### src/rtl/ppd_pkg.sv
// Shared types, constants and helpers for the pump pressure PID drive.
// Used by every module of the block; depends on nothing.
`timescale 1ns / 1ps

package ppd_pkg;

    // Widest feedback count and widest pump duty the internal datapath carries.
    localparam int FB_MAX_W   = 32;
    localparam int DUTY_MAX_W = 16;

    typedef logic signed [39:0] t_s40;
    typedef logic signed [17:0] t_s18;

    localparam t_s40 S40_MAX = {1'b0, {39{1'b1}}};
    localparam t_s40 S40_MIN = {1'b1, 39'b0};

    localparam int unsigned PUSH_CAP      = 400;
    localparam int unsigned GAIN_DIVISOR  = 5;
    localparam int unsigned BLOWOFF_SCALE = 5;
    // Weighted sum at or above which the correction reaches the push cap.
    localparam int unsigned PUSH_CAP_SUM  = PUSH_CAP * GAIN_DIVISOR;
    // Reciprocal of 5 in 14 fractional bits; exact for sums below PUSH_CAP_SUM.
    localparam int unsigned DIV5_RECIP    = 3277;
    localparam int unsigned DIV5_SHIFT    = 14;

    localparam logic [7:0]  KP_RST     = 8'd10;
    localparam logic [15:0] WINDUP_RST = 16'd20000;

    typedef enum logic [1:0] {
        ACT_PUSH    = 2'd0,
        ACT_BLOWOFF = 2'd1,
        ACT_WAIT    = 2'd2,
        ACT_NONE    = 2'd3
    } t_action;

    typedef enum logic [2:0] {
        CFG_INITIAL_READING = 3'd0,
        CFG_INCREMENT       = 3'd1,
        CFG_TOTAL_TARGET    = 3'd2,
        CFG_KP              = 3'd3,
        CFG_KI              = 3'd4,
        CFG_KD              = 3'd5,
        CFG_WINDUP          = 3'd6,
        CFG_PWM_FLOOR       = 3'd7
    } t_cfg_idx;

    typedef struct packed {
        logic [7:0] kp;
        logic [7:0] ki;
        logic [7:0] kd;
    } t_gains;

    typedef struct packed {
        t_s40 err;
        t_s40 deriv;
        t_s18 integ;
        logic done;
    } t_trk_res;

    typedef struct packed {
        t_s40 sum;
        logic done;
    } t_sum_res;

    typedef struct packed {
        t_action               action;
        logic [DUTY_MAX_W-1:0] duty;
        logic                  valve;
        logic                  done;
    } t_act_res;

    // Saturate a wide signed value to the 40-bit signed range.
    function automatic t_s40 sat40(input logic signed [51:0] v);
        if (v > 52'(S40_MAX)) begin
            return S40_MAX;
        end else if (v < 52'(S40_MIN)) begin
            return S40_MIN;
        end else begin
            return v[39:0];
        end
    endfunction

endpackage

### src/rtl/ppd_track.sv
// Target tracking stage: running target, error, derivative, clamped integral
// and the finish latch. Depends on ppd_pkg.
`timescale 1ns / 1ps

module ppd_track (
    input  logic                          i_clk,
    input  logic                          i_rst_n,
    input  logic                          i_load,
    input  logic                          i_tgt_load,
    input  logic [23:0]                   i_tgt_value,
    input  logic [ppd_pkg::FB_MAX_W-1:0]  i_feedback,
    input  logic [15:0]                   i_increment,
    input  logic [23:0]                   i_total_target,
    input  logic [15:0]                   i_windup,
    output ppd_pkg::t_trk_res             o_res
);
    import ppd_pkg::*;

    t_s40     r_target;
    t_s40     r_last_err;
    t_s18     r_integ;
    logic     r_finished;
    t_trk_res r_res;

    logic signed [51:0] fb_w;
    logic signed [51:0] inc_w;
    logic signed [41:0] integ_sum;
    logic signed [41:0] integ_lim;
    t_s40               n_target;
    t_s40               err;
    t_s40               deriv;
    t_s18               n_integ;
    logic               finish_hit;

    always_comb begin
        fb_w       = 52'(i_feedback);
        inc_w      = 52'(i_increment);
        finish_hit = r_finished || (i_feedback <= FB_MAX_W'(i_total_target));
        n_target   = sat40(52'(r_target) - inc_w);
        err        = sat40(fb_w - 52'(n_target));
        deriv      = sat40(52'(err) - 52'(r_last_err));
        integ_lim  = 42'(i_windup);
        integ_sum  = 42'(r_integ) + 42'(err);
        if (integ_sum > integ_lim) begin
            n_integ = 18'(integ_lim);
        end else if (integ_sum < -integ_lim) begin
            n_integ = 18'(-integ_lim);
        end else begin
            n_integ = 18'(integ_sum);
        end
    end

    always_ff @(posedge i_clk) begin
        if (!i_rst_n) begin
            r_target   <= '0;
            r_last_err <= '0;
            r_integ    <= '0;
            r_finished <= 1'b0;
        end else if (i_tgt_load) begin
            r_target <= 40'(i_tgt_value);
        end else if (i_load) begin
            if (finish_hit) begin
                r_finished <= 1'b1;
            end else begin
                r_target   <= n_target;
                r_last_err <= err;
                r_integ    <= n_integ;
            end
        end
    end

    always_ff @(posedge i_clk) begin
        if (i_load) begin
            r_res.err   <= err;
            r_res.deriv <= deriv;
            r_res.integ <= n_integ;
            r_res.done  <= finish_hit;
        end
    end

    assign o_res = r_res;

endmodule

### src/rtl/ppd_gain.sv
// Gain stages: three registered products, then a saturated weighted sum.
// Depends on ppd_pkg.
`timescale 1ns / 1ps

module ppd_gain (
    input  logic              i_clk,
    input  logic              i_load_mul,
    input  logic              i_load_sum,
    input  ppd_pkg::t_trk_res i_res,
    input  ppd_pkg::t_gains   i_gains,
    output ppd_pkg::t_sum_res o_sum
);
    import ppd_pkg::*;

    logic signed [48:0] r_p_kp;
    logic signed [48:0] r_p_kd;
    logic signed [26:0] r_p_ki;
    logic               r_done;
    t_sum_res           r_sum;

    logic signed [48:0] p_kp;
    logic signed [48:0] p_kd;
    logic signed [26:0] p_ki;
    logic signed [51:0] sum_w;

    always_comb begin
        p_kp  = 49'($signed({1'b0, i_gains.kp})) * 49'(i_res.err);
        p_kd  = 49'($signed({1'b0, i_gains.kd})) * 49'(i_res.deriv);
        p_ki  = 27'($signed({1'b0, i_gains.ki})) * 27'(i_res.integ);
        sum_w = 52'(r_p_kp) + 52'(r_p_kd) + 52'(r_p_ki);
    end

    always_ff @(posedge i_clk) begin
        if (i_load_mul) begin
            r_p_kp <= p_kp;
            r_p_kd <= p_kd;
            r_p_ki <= p_ki;
            r_done <= i_res.done;
        end
        if (i_load_sum) begin
            r_sum.sum  <= sat40(sum_w);
            r_sum.done <= r_done;
        end
    end

    assign o_sum = r_sum;

endmodule

### src/rtl/ppd_act.sv
// Action stage: picks push, blowoff, wait or done from the weighted sum and
// keeps the blowoff latch. Depends on ppd_pkg.
`timescale 1ns / 1ps

module ppd_act (
    input  logic              i_clk,
    input  logic              i_rst_n,
    input  logic              i_load,
    input  ppd_pkg::t_sum_res i_sum,
    input  logic [15:0]       i_increment,
    input  logic [9:0]        i_pwm_floor,
    output ppd_pkg::t_act_res o_res
);
    import ppd_pkg::*;

    localparam t_s40 PUSH_MIN = t_s40'(GAIN_DIVISOR);
    localparam t_s40 CAP_MIN  = t_s40'(PUSH_CAP_SUM);

    logic     r_latched;
    t_act_res r_res;

    logic                  n_latched;
    t_act_res              n_res;
    logic [20:0]           thr;
    logic signed [41:0]    blow_w;
    logic                  is_push;
    logic                  is_blow;
    logic [23:0]           quo_prod;
    logic [9:0]            quo;
    logic [DUTY_MAX_W-1:0] duty_push;
    logic [DUTY_MAX_W-1:0] duty_floor;

    // The correction is the sum divided by 5 toward zero. Its tests are made
    // on the sum itself: positive means sum >= 5, and below -5*increment
    // means sum <= -(25*increment + 5).
    always_comb begin
        thr        = 21'(i_increment) * 21'(BLOWOFF_SCALE * GAIN_DIVISOR)
                     + 21'(GAIN_DIVISOR);
        blow_w     = 42'(i_sum.sum) + 42'(thr);
        is_blow    = blow_w <= 0;
        is_push    = i_sum.sum >= PUSH_MIN;
        quo_prod   = 24'(i_sum.sum[10:0]) * 24'(DIV5_RECIP);
        quo        = 10'(quo_prod >> DIV5_SHIFT);
        duty_push  = (i_sum.sum >= CAP_MIN) ? DUTY_MAX_W'(PUSH_CAP) : DUTY_MAX_W'(quo);
        duty_floor = DUTY_MAX_W'(i_pwm_floor);

        n_latched   = r_latched;
        n_res.valve = 1'b1;
        n_res.done  = 1'b0;
        priority if (i_sum.done) begin
            n_res.action = ACT_NONE;
            n_res.duty   = duty_floor;
            n_res.valve  = 1'b0;
            n_res.done   = 1'b1;
        end else if (is_push) begin
            n_res.action = ACT_PUSH;
            n_res.duty   = duty_push;
            n_latched    = 1'b0;
        end else if (is_blow) begin
            if (!r_latched) begin
                n_res.action = ACT_BLOWOFF;
                n_res.duty   = duty_floor;
                n_latched    = 1'b1;
            end else begin
                n_res.action = ACT_NONE;
                n_res.duty   = '0;
            end
        end else begin
            n_res.action = ACT_WAIT;
            n_res.duty   = duty_floor;
            n_latched    = 1'b0;
        end
    end

    always_ff @(posedge i_clk) begin
        if (!i_rst_n) begin
            r_latched <= 1'b0;
        end else if (i_load) begin
            r_latched <= n_latched;
        end
    end

    always_ff @(posedge i_clk) begin
        if (i_load) begin
            r_res <= n_res;
        end
    end

    assign o_res = r_res;

endmodule

### src/rtl/pump_pressure_pid_drive.sv
// Top level of the pump pressure PID drive: stream ports, configuration
// registers and pipeline flow control. Depends on ppd_pkg, ppd_track,
// ppd_gain and ppd_act.
`timescale 1ns / 1ps

// Usage
// Each transfer on the s_axis channel carries one feedback interval count.
// For every such transfer the block returns exactly one result transfer on
// m_axis: the action in tuser and the pump duty, valve level and done flag
// in tdata.
// The configuration channel (i_cfg_valid, o_cfg_ready, i_cfg_index,
// i_cfg_data) writes one register per transfer and is always ready. Writing
// the initial reading also reloads the running target. Registers should be
// written only while no item is in flight.
// Pipeline: five stages (input, tracking, products, weighted sum, output).
// A result is offered from the output stage register. One item is accepted
// every cycle while m_axis_tready keeps the pipeline moving. The tracking
// stage closes the loop through the running target, integral and last
// error from one item to the next.
// Reset empties the pipeline, clears the running target, integral, last
// error, blowoff latch and finish flag, and returns the gains and limits to
// their defaults.
// When the receiver stalls, items collect in empty stages; s_axis_tready
// falls only once all five stages hold an item.
module pump_pressure_pid_drive #(
    parameter int  FEEDBACK_WIDTH = 24,
    parameter int  DUTY_WIDTH     = 10,
    localparam int IN_TDATA_W     = ((FEEDBACK_WIDTH + 7) / 8) * 8,
    localparam int OUT_TDATA_W    = ((DUTY_WIDTH + 2 + 7) / 8) * 8
) (
    input  logic                   i_clk,
    input  logic                   i_rst_n,
    // Input stream. tdata: feedback.
    input  logic                   s_axis_tvalid,
    output logic                   s_axis_tready,
    input  logic [IN_TDATA_W-1:0]  s_axis_tdata,
    // Result stream. tdata: pump_duty, valve_high, done_res. tuser: action.
    output logic                   m_axis_tvalid,
    input  logic                   m_axis_tready,
    output logic [OUT_TDATA_W-1:0] m_axis_tdata,
    output logic [1:0]             m_axis_tuser,
    // Configuration write channel.
    input  logic                   i_cfg_valid,
    output logic                   o_cfg_ready,
    input  logic [2:0]             i_cfg_index,
    input  logic [23:0]            i_cfg_data
);
    import ppd_pkg::*;

    localparam int NSTG   = 5;
    localparam int ST_IN  = 0;
    localparam int ST_TRK = 1;
    localparam int ST_MUL = 2;
    localparam int ST_SUM = 3;
    localparam int ST_OUT = 4;

    // Configuration registers. The initial reading is not kept: its only use
    // is to load the running target when it is written.
    logic [15:0] r_increment;
    logic [23:0] r_total_target;
    logic [7:0]  r_kp;
    logic [7:0]  r_ki;
    logic [7:0]  r_kd;
    logic [15:0] r_windup;
    logic [9:0]  r_pwm_floor;

    logic        cfg_wr;
    logic        tgt_load;
    t_gains      gains;

    // Pipeline occupancy and flow control.
    logic [NSTG-1:0]           r_vld;
    logic [NSTG-1:0]           n_vld;
    logic [NSTG-1:0]           rdy;
    logic [NSTG-1:0]           ld;
    logic [FEEDBACK_WIDTH-1:0] r_feedback;

    t_trk_res trk_res;
    t_sum_res sum_res;
    t_act_res act_res;

    assign o_cfg_ready = 1'b1;
    assign cfg_wr      = i_cfg_valid && o_cfg_ready;
    assign tgt_load    = cfg_wr && (t_cfg_idx'(i_cfg_index) == CFG_INITIAL_READING);

    always_ff @(posedge i_clk) begin
        if (!i_rst_n) begin
            r_increment    <= '0;
            r_total_target <= '0;
            r_kp           <= KP_RST;
            r_ki           <= '0;
            r_kd           <= '0;
            r_windup       <= WINDUP_RST;
            r_pwm_floor    <= '0;
        end else if (cfg_wr) begin
            unique case (t_cfg_idx'(i_cfg_index))
                CFG_INITIAL_READING: begin
                end
                CFG_INCREMENT:    r_increment    <= i_cfg_data[15:0];
                CFG_TOTAL_TARGET: r_total_target <= i_cfg_data;
                CFG_KP:           r_kp           <= i_cfg_data[7:0];
                CFG_KI:           r_ki           <= i_cfg_data[7:0];
                CFG_KD:           r_kd           <= i_cfg_data[7:0];
                CFG_WINDUP:       r_windup       <= i_cfg_data[15:0];
                CFG_PWM_FLOOR:    r_pwm_floor    <= i_cfg_data[9:0];
            endcase
        end
    end

    assign gains.kp = r_kp;
    assign gains.ki = r_ki;
    assign gains.kd = r_kd;

    // A stage takes a new item when it is empty or its item moves on.
    always_comb begin
        rdy[NSTG-1] = !r_vld[NSTG-1] || m_axis_tready;
        for (int k = NSTG - 2; k >= 0; k--) begin
            rdy[k] = !r_vld[k] || rdy[k+1];
        end
        ld[0]    = s_axis_tvalid && rdy[0];
        n_vld[0] = rdy[0] ? s_axis_tvalid : r_vld[0];
        for (int k = 1; k < NSTG; k++) begin
            ld[k]    = r_vld[k-1] && rdy[k];
            n_vld[k] = rdy[k] ? r_vld[k-1] : r_vld[k];
        end
    end

    always_ff @(posedge i_clk) begin
        if (!i_rst_n) begin
            r_vld <= '0;
        end else begin
            r_vld <= n_vld;
        end
    end

    always_ff @(posedge i_clk) begin
        if (ld[ST_IN]) begin
            r_feedback <= s_axis_tdata[FEEDBACK_WIDTH-1:0];
        end
    end

    ppd_track u_track (
        .i_clk          (i_clk),
        .i_rst_n        (i_rst_n),
        .i_load         (ld[ST_TRK]),
        .i_tgt_load     (tgt_load),
        .i_tgt_value    (i_cfg_data),
        .i_feedback     (FB_MAX_W'(r_feedback)),
        .i_increment    (r_increment),
        .i_total_target (r_total_target),
        .i_windup       (r_windup),
        .o_res          (trk_res)
    );

    ppd_gain u_gain (
        .i_clk      (i_clk),
        .i_load_mul (ld[ST_MUL]),
        .i_load_sum (ld[ST_SUM]),
        .i_res      (trk_res),
        .i_gains    (gains),
        .o_sum      (sum_res)
    );

    ppd_act u_act (
        .i_clk       (i_clk),
        .i_rst_n     (i_rst_n),
        .i_load      (ld[ST_OUT]),
        .i_sum       (sum_res),
        .i_increment (r_increment),
        .i_pwm_floor (r_pwm_floor),
        .o_res       (act_res)
    );

    assign s_axis_tready = rdy[ST_IN];
    assign m_axis_tvalid = r_vld[ST_OUT];
    assign m_axis_tdata  = OUT_TDATA_W'({act_res.done, act_res.valve,
                                         act_res.duty[DUTY_WIDTH-1:0]});
    assign m_axis_tuser  = act_res.action;

`ifndef NO_ASSERTIONS
    // A finished result always reports no action with the valve low.
    a_done_result: assert property (@(posedge i_clk) disable iff (!i_rst_n)
        (m_axis_tvalid && m_axis_tdata[DUTY_WIDTH+1]) |->
            (m_axis_tuser == ACT_NONE && !m_axis_tdata[DUTY_WIDTH]))
        else $error("done result with wrong action or valve level");

    // A push drives a duty between one and the push cap.
    a_push_duty: assert property (@(posedge i_clk) disable iff (!i_rst_n)
        (m_axis_tvalid && m_axis_tuser == ACT_PUSH) |->
            (m_axis_tdata[DUTY_WIDTH-1:0] <= DUTY_WIDTH'(PUSH_CAP) &&
             m_axis_tdata[DUTY_WIDTH-1:0] != '0))
        else $error("push duty out of range");

    // The input side stalls only when every stage is full and the output waits.
    a_full_stall: assert property (@(posedge i_clk) disable iff (!i_rst_n)
        !s_axis_tready |-> (&r_vld && !m_axis_tready))
        else $error("input stalled while the pipeline had room");
`endif

endmodule
### config.mk
export PLATFORM = sky130hd
export DESIGN_NAME = pump_pressure_pid_drive
export DESIGN_NICKNAME = d
export VERILOG_FILES = /design/src/rtl/ppd_pkg.sv /design/src/rtl/ppd_track.sv /design/src/rtl/ppd_gain.sv /design/src/rtl/ppd_act.sv /design/src/rtl/pump_pressure_pid_drive.sv
export SDC_FILE = /design/constraint.sdc
export NUM_CORES = 2
export LEC_CHECK = 0
export BUFFER_PORTS_ARGS = -buffer_cell sky130_fd_sc_hd__buf_2
export CORE_UTILIZATION = 34
export CTS_CLUSTER_DIAMETER = 150
export DETAILED_ROUTE_END_ITERATION = 8
export GPL_TIMING_DRIVEN = 1
export PLACE_DENSITY_LB_ADDON = 0.12
export SYNTH_ARGS = -nofsm -noshare
export SYNTH_HDL_FRONTEND = slang
export SYNTH_SLANG_ARGS = --single-unit
### constraint.sdc
create_clock -name i_clk -period 14.75 [get_ports i_clk]
set_input_delay 2.95 -clock i_clk [delete_from_list [all_inputs] [get_ports i_clk]]
set_output_delay 2.95 -clock i_clk [all_outputs]
set_load 0.05 [all_outputs]
# Word level (Yosys, flattened, before mapping)
# Cells that the tools add are included.
dict set report totals {
  elab_cells 124
  latchBits 0
  output_inout_bits 21
  ff_bits 499
  n_memories 0
  input_bits 56
  ram_bits 0
  mem_bits_ro 0
}
dict set report op_classes {
  n_reduce_logical 32
  n_eq_ne 8
  shifts 0
  multipliers 5
  muxes 19
  div_mod_pow 0
  addsub 9
  n_bitwise 4
  order_cmp 14
}
# operator n
set op_table {}
lappend op_table {{two-way mux 40 bit} 6}
lappend op_table {{greater-than comparator 52 x 40 -> 1 bit, second input constant} 4}
lappend op_table {{< comparator 52 x 40 -> 1 bit, second input constant} 4}
lappend op_table {{multiplier 9 x 40 -> 49 bit} 2}
lappend op_table {{two-way mux 18 bit} 5}
lappend op_table {{two-way mux 24 bit} 3}
lappend op_table {{adder 50 x 27 -> 51 bit} 1}
lappend op_table {{adder 49 x 49 -> 50 bit} 1}
lappend op_table {{greater-than comparator 42 x 17 -> 1 bit} 1}
lappend op_table {{less-or-equal comparator 42 x 1 -> 1 bit, second input constant} 1}
lappend op_table {{< comparator 42 bit} 1}
lappend op_table {{negation 16 -> 42 bit} 1}
lappend op_table {{adder 18 x 40 -> 41 bit} 1}
lappend op_table {{adder 40 x 22 -> 41 bit} 1}
lappend op_table {{subtractor 25 x 40 -> 41 bit} 1}
lappend op_table {{subtractor 40 x 17 -> 41 bit} 1}
lappend op_table {{subtractor 40 x 40 -> 41 bit} 1}
lappend op_table {{greater-or-equal comparator 40 x 12 -> 1 bit, second input constant} 1}
lappend op_table {{greater-or-equal comparator 40 x 4 -> 1 bit, second input constant} 1}
lappend op_table {{multiplier 9 x 18 -> 27 bit} 1}
lappend op_table {{less-or-equal comparator 24 bit} 1}
lappend op_table {{multiplier 11 x 13 -> 24 bit, second input constant} 1}
lappend op_table {{adder 21 x 3 -> 21 bit, second input constant} 1}
lappend op_table {{multiplier 16 x 5 -> 21 bit, second input constant} 1}
lappend op_table {{16 further kinds} 49}

# Depth between registers and ports, before layout
dict set report logic_depth {
  word_depth 12
  ltp_mapped 59
  depth_no_buf 51
}

# By module
# A second synthesis with hierarchy kept.
dict set report hier_totals {
  cells_unflattened 7416
  hier_area_um2 66132.2
}
# mod area_per_inst_um2 cells_each seq_area_each_um2 instances
set modules_own_cells {}
lappend modules_own_cells {ppd_gain 36058.3 3887 5014.8 1}
lappend modules_own_cells {ppd_track 18754.2 2296 4954.8 1}
lappend modules_own_cells {ppd_act 6867.8 840 440.4 1}
lappend modules_own_cells {pump_pressure_pid_drive 4451.8 393 2622.5 1}

# Worst setup path before layout
# Ideal clock, no wire load.
dict set report synth_path {
  path_type {reg2reg}
  from {register r_increment[4]}
  to {register u_track.r_res, in the netlist u_track.o_res[10] (data pin)}
  arrival_ns 10.545
  path_buffers 5
  required_ns 14.493
  setup_time_ns 0.257
  period_less_slack_ns 10.802
  path_stages_with_launch 46
  slack_ns 3.948
  path_cell_list {dfxtp_1 -> inv_1 -> ha_1 -> a21o_1 -> or3_1 -> o211a_1 -> a211oi_4 -> nor4_4 -> o21ai_1 -> clkbuf_1 -> buf_1 -> a21oi_1 -> ha_1 -> clkbuf_1 -> and3_1 -> nand2_1 -> o311ai_0 -> o31a_1 -> [... 10 more ...] -> o211a_1 -> o31ai_1 -> a31oi_1 -> a211oi_1 -> o311a_1 -> o21ai_0 -> a21boi_0 -> o41ai_1 -> ha_1 -> o21ai_0 -> a21oi_1 -> o41ai_1 -> clkbuf_1 -> clkbuf_1 -> mux2i_1 -> nor2_1 -> a21oi_1 -> nand2_1}
}
dict set report synth_via {
  elab_chain_cells 12
  elab_cells_between_ends 15
  cone_classes {add/sub: 3; order compare: 6; mux: 6}
}
# item line
set synth_lines {}
lappend synth_lines {{start, declared} pump_pressure_pid_drive.sv:59} ;# logic [15:0] r_increment;
lappend synth_lines {{start signal, assigned} pump_pressure_pid_drive.sv:99} ;# CFG_INCREMENT: r_increment <= i_cfg_data[15:0];
lappend synth_lines {{subtractor 40 x 17 -> 41 bit *} ppd_track.sv:39} ;# n_target = sat40(52'(r_target) - inc_w);
lappend synth_lines {{< comparator 52 x 40 -> 1 bit} ppd_pkg.sv:76} ;# end else if (v < 52'(S40_MIN)) begin
lappend synth_lines {{two-way mux 40 bit} ppd_pkg.sv:76}
lappend synth_lines {{two-way mux 40 bit *} ppd_pkg.sv:74} ;# if (v > 52'(S40_MAX)) begin
lappend synth_lines {{subtractor 25 x 40 -> 41 bit *} ppd_track.sv:40} ;# err = sat40(fb_w - 52'(n_target));
lappend synth_lines {{< comparator 52 x 40 -> 1 bit} ppd_pkg.sv:76}
lappend synth_lines {{two-way mux 40 bit} ppd_pkg.sv:76}
lappend synth_lines {{two-way mux 40 bit *} ppd_pkg.sv:74}
lappend synth_lines {{via u_track.err[0]} ppd_track.sv:30} ;# t_s40 err;
lappend synth_lines {{adder 18 x 40 -> 41 bit *} ppd_track.sv:43} ;# integ_sum = 42'(r_integ) + 42'(err);
lappend synth_lines {{< comparator 42 bit} ppd_track.sv:46} ;# end else if (integ_sum < -integ_lim) begin
lappend synth_lines {{two-way mux 18 bit} ppd_track.sv:46}
lappend synth_lines {{two-way mux 18 bit *} ppd_track.sv:44} ;# if (integ_sum > integ_lim) begin
lappend synth_lines {{via u_track.n_integ[9]} ppd_track.sv:32} ;# t_s18 n_integ;
lappend synth_lines {{end, declared} ppd_track.sv:23} ;# t_trk_res r_res;
# Mark *: on every way through the listed nets, which the timed path passes. The rest lies on a longest branch.
# A chain may end at the register's enable or synchronous reset.

# Worst setup path after layout
dict set report layout_path {
  from {register r_increment[0]}
  to {register u_track.r_integ[0]}
}
dict set report layout_via {
  elab_chain_cells 12
  elab_cells_between_ends 15
  cone_classes {add/sub: 3; order compare: 6; mux: 6}
}
# item line
set layout_lines {}
lappend layout_lines {{subtractor 40 x 17 -> 41 bit *} ppd_track.sv:39}
lappend layout_lines {{< comparator 52 x 40 -> 1 bit} ppd_pkg.sv:76}
lappend layout_lines {{two-way mux 40 bit} ppd_pkg.sv:76}
lappend layout_lines {{two-way mux 40 bit *} ppd_pkg.sv:74}
lappend layout_lines {{subtractor 25 x 40 -> 41 bit *} ppd_track.sv:40}
lappend layout_lines {{< comparator 52 x 40 -> 1 bit} ppd_pkg.sv:76}
lappend layout_lines {{two-way mux 40 bit} ppd_pkg.sv:76}
lappend layout_lines {{two-way mux 40 bit *} ppd_pkg.sv:74}
lappend layout_lines {{via u_track.err[0]} ppd_track.sv:30}
lappend layout_lines {{adder 18 x 40 -> 41 bit *} ppd_track.sv:43}
lappend layout_lines {{< comparator 42 bit} ppd_track.sv:46}
lappend layout_lines {{two-way mux 18 bit} ppd_track.sv:46}
lappend layout_lines {{two-way mux 18 bit *} ppd_track.sv:44}
lappend layout_lines {{via u_track.n_integ[0]} ppd_track.sv:32}
lappend layout_lines {{end signal, assigned} ppd_track.sv:67} ;# r_integ <= n_integ;
lappend layout_lines {{end, declared} ppd_track.sv:21} ;# t_s18 r_integ;
# Marked as above.

==> impl_metrics.toml <==
[floorplanning]
die_area_um2 = 187000
start_util_pct = 34.3
pin_count = 77
die_y_um = 432
row_count = 157
core_um2 = 183000
die_w_um = 432

[route]
drtAntennaViolNets = 0
wire_per_inst_um = 19.8
drc = 0
drt_iter0_markers = 2978
wirelength_um = 189000
routed_via_density = 5.02
num_vias = 48000
drtPass1Iterations = 5

[cts]
ctsLongestPathBuffers = 3
post-cts-setup-buffer-count = 0
ctsHoldBuffers = 0
clkSinkCount = 499
htree_levels = 3
clkTransAtPathRegs_ns = 0.06
cts_made_buffers = 67
cts_tree = "yes"
cts_root_buf = "clkbuf_16"
clk_latency_ns = 0.70
cts_resized = 0

[yosys]
netlist.area_leader.share_pct = 22.3
synth_area_um2 = 62900
synth_edf_count = 304
ys_ff_latch = 499
synthTopCellsByArea = "fa_1 22%, edfxtp_1 15%, ha_1 13%"
synthArstFlopShare_pct = 0
yosysUniqueCellTypes = 106
synthCells = 7071
ys_warn_count = 0
yosysSeqAreaShare_pct = 20.7
syn_avg_cell_area_um2 = 8.90
synthFlopType = "edfxtp_1"
synth_area_leader_cell = "fa_1"

[layout]
instances_no_fill = 9562
layout_common_cells = "1072 x inv_1, 853 x nand2_1, 702 x fa_1"
fin_area_um2 = 68300
drive_gt1_share_pct = 4.50
finish.net_count = 8448
syn2layout_area_growth_pct = 8.51
final_common_cell = "inv_1"

[critical_path]
crit_required_ns = 15.35
crit_slowest_cell = "a2111oi_2"
crit_family = "compound AO/OA/AOI/OAI gates"
path_max_fanout = 25
cp-end-kind = "flop"
crit_type = "reg2reg"
cpPeakStageDelay_ns = 1.05
path_buf_inv = 2
arrival_ns = 13.62
start_kind = "flop"

[sta]
fmax_mhz = 76.8
drv_slew = 0
finalHoldViolations = 0
rsz0062_at_grt = "false"
relSlewSlack_pct = 9.73
tightest_slew_ns = 1.34
period_share_pct = 88.3
setup_viol = 0
layout_min_cycle_time_ns = 13.02
skew_ns = 0.0528
worst_hold_slack_ns = 0.428
setup_tns_ns = 0

[placed_design]
gp_congestion = 0.884
port_buffers = 71
hpwlAfterDp_um = 157000
place_area_um2 = 65900
placedCellCount = 9437

[global_route]
grt_pass1_wl_um = 294000
grt_pass1_vias = 48900
grt_max_degree = 75
antenna_found_initial = 17
grt.overflow.total = 0
track_usage_pct = 20.4

[run_status]
outcome = "complete, no violations"

[run]
maxCapViolCount = 0

[min_path]
hp-class = "reg2reg"
==> path summary, 6_finish.rpt <==
path,slack [ns],endpoint,start,cells after the start
hold reg to reg,0.43,u_gain.o_sum[0],u_gain.r_done,0
setup / recovery,1.73,u_track.r_integ[0],r_increment[0],46
setup reg to reg,1.73,u_track.r_integ[0],r_increment[0],46
hold / removal,0.43,u_gain.o_sum[0],u_gain.r_done,0
==> final cells by class <==
| type | count | area, µm² |
|---|---|---|
| sequential | 499 | 13000 |
| inverter | 1074 | 4040 |
| tap | 2464 | 3080 |
| multi-input combinational | 5278 | 45100 |
| antenna | 5 | 12.5 |
| fill | 18900 | 115000 |
| clock buffer | 83 | 1800 |
| timing repair buffer | 122 | 738 |
| clock inverter | 37 | 533 |
==> registers in the layout, indices dropped and copies added, names as in the netlist, 10 cells and up <==
signal              count
u_track.o_res          99
u_gain.r_p_kd          49
u_gain.r_p_kp          49
u_gain.o_sum           41
u_track.r_last_err     40
u_track.r_target       40
u_gain.r_p_ki          27
r_feedback             24
r_total_target         24
u_track.r_integ        18
r_increment            16
r_windup               16
u_act.o_res            14
r_pwm_floor            10
==> stage by stage <==
| stage | util [%] | worst slack, ns |
|---|---|---|
| 2_1_floorplan | - | 3.95 |
| 3_3_place_gp | 35.9 | 2.12 |
| 3_5_place_dp | 35.9 | 1.90 |
| 4_1_cts | 37.2 | 1.86 |
| 5_1_grt | 37.2 | 0.662 |
| 6_report | 37.2 | 1.73 |
==> cell families (layout without fill, tap and decap cells) <==
group | after synthesis | count (layout) | share of synthesized area [%]
AND/OR/NAND/NOR | 2287 | 2287 | 17.9
adder cells (fa/ha/maj) | 1361 | 1361 | 35.4
buffers and inverters | 1297 | 1316 | 7.86
AO/OA/AOI/OAI | 1257 | 1257 | 12.9
flip-flops | 499 | 499 | 20.7
XOR/XNOR | 320 | 320 | 4.45
multiplexers | 48 | 48 | 0.773
other | 2 | 10 | 0.0119
==> cell usage after synthesis (all sizes together), types with 32 or more instances <==
cell type  instances
nand2b            65
a21oi            400
clkbuf           188
nand3            107
a21o             133
nand2            853
o21a              62
a31oi             63
buf               35
o21ai            250
edfxtp           304
nor2             336
fa               702
ha               648
inv             1073
nand4             44
and2             523
or3               32
o21bai            33
o211ai            42
nor4              47
and3              37
mux2i             43
xor2             106
a211oi            57
nor2b             67
xnor2            214
nor3             110
dfxtp            195
==> per-layer routing <==
metal | global-route usage [%] | share of wire, % | vias up
met1 | 29.5 | 50 | 23800
li1 | - | - | 23400
met3 | 1.91 | 3.4 | 164
met5 | 0 | 0 | -
met4 | 5.65 | 2.5 | 0
met2 | 32.4 | 44 | 720
Power is left out: the tool's default activity adds up to more than one toggle a clock period on the data nets, which glitch-free logic cannot reach.
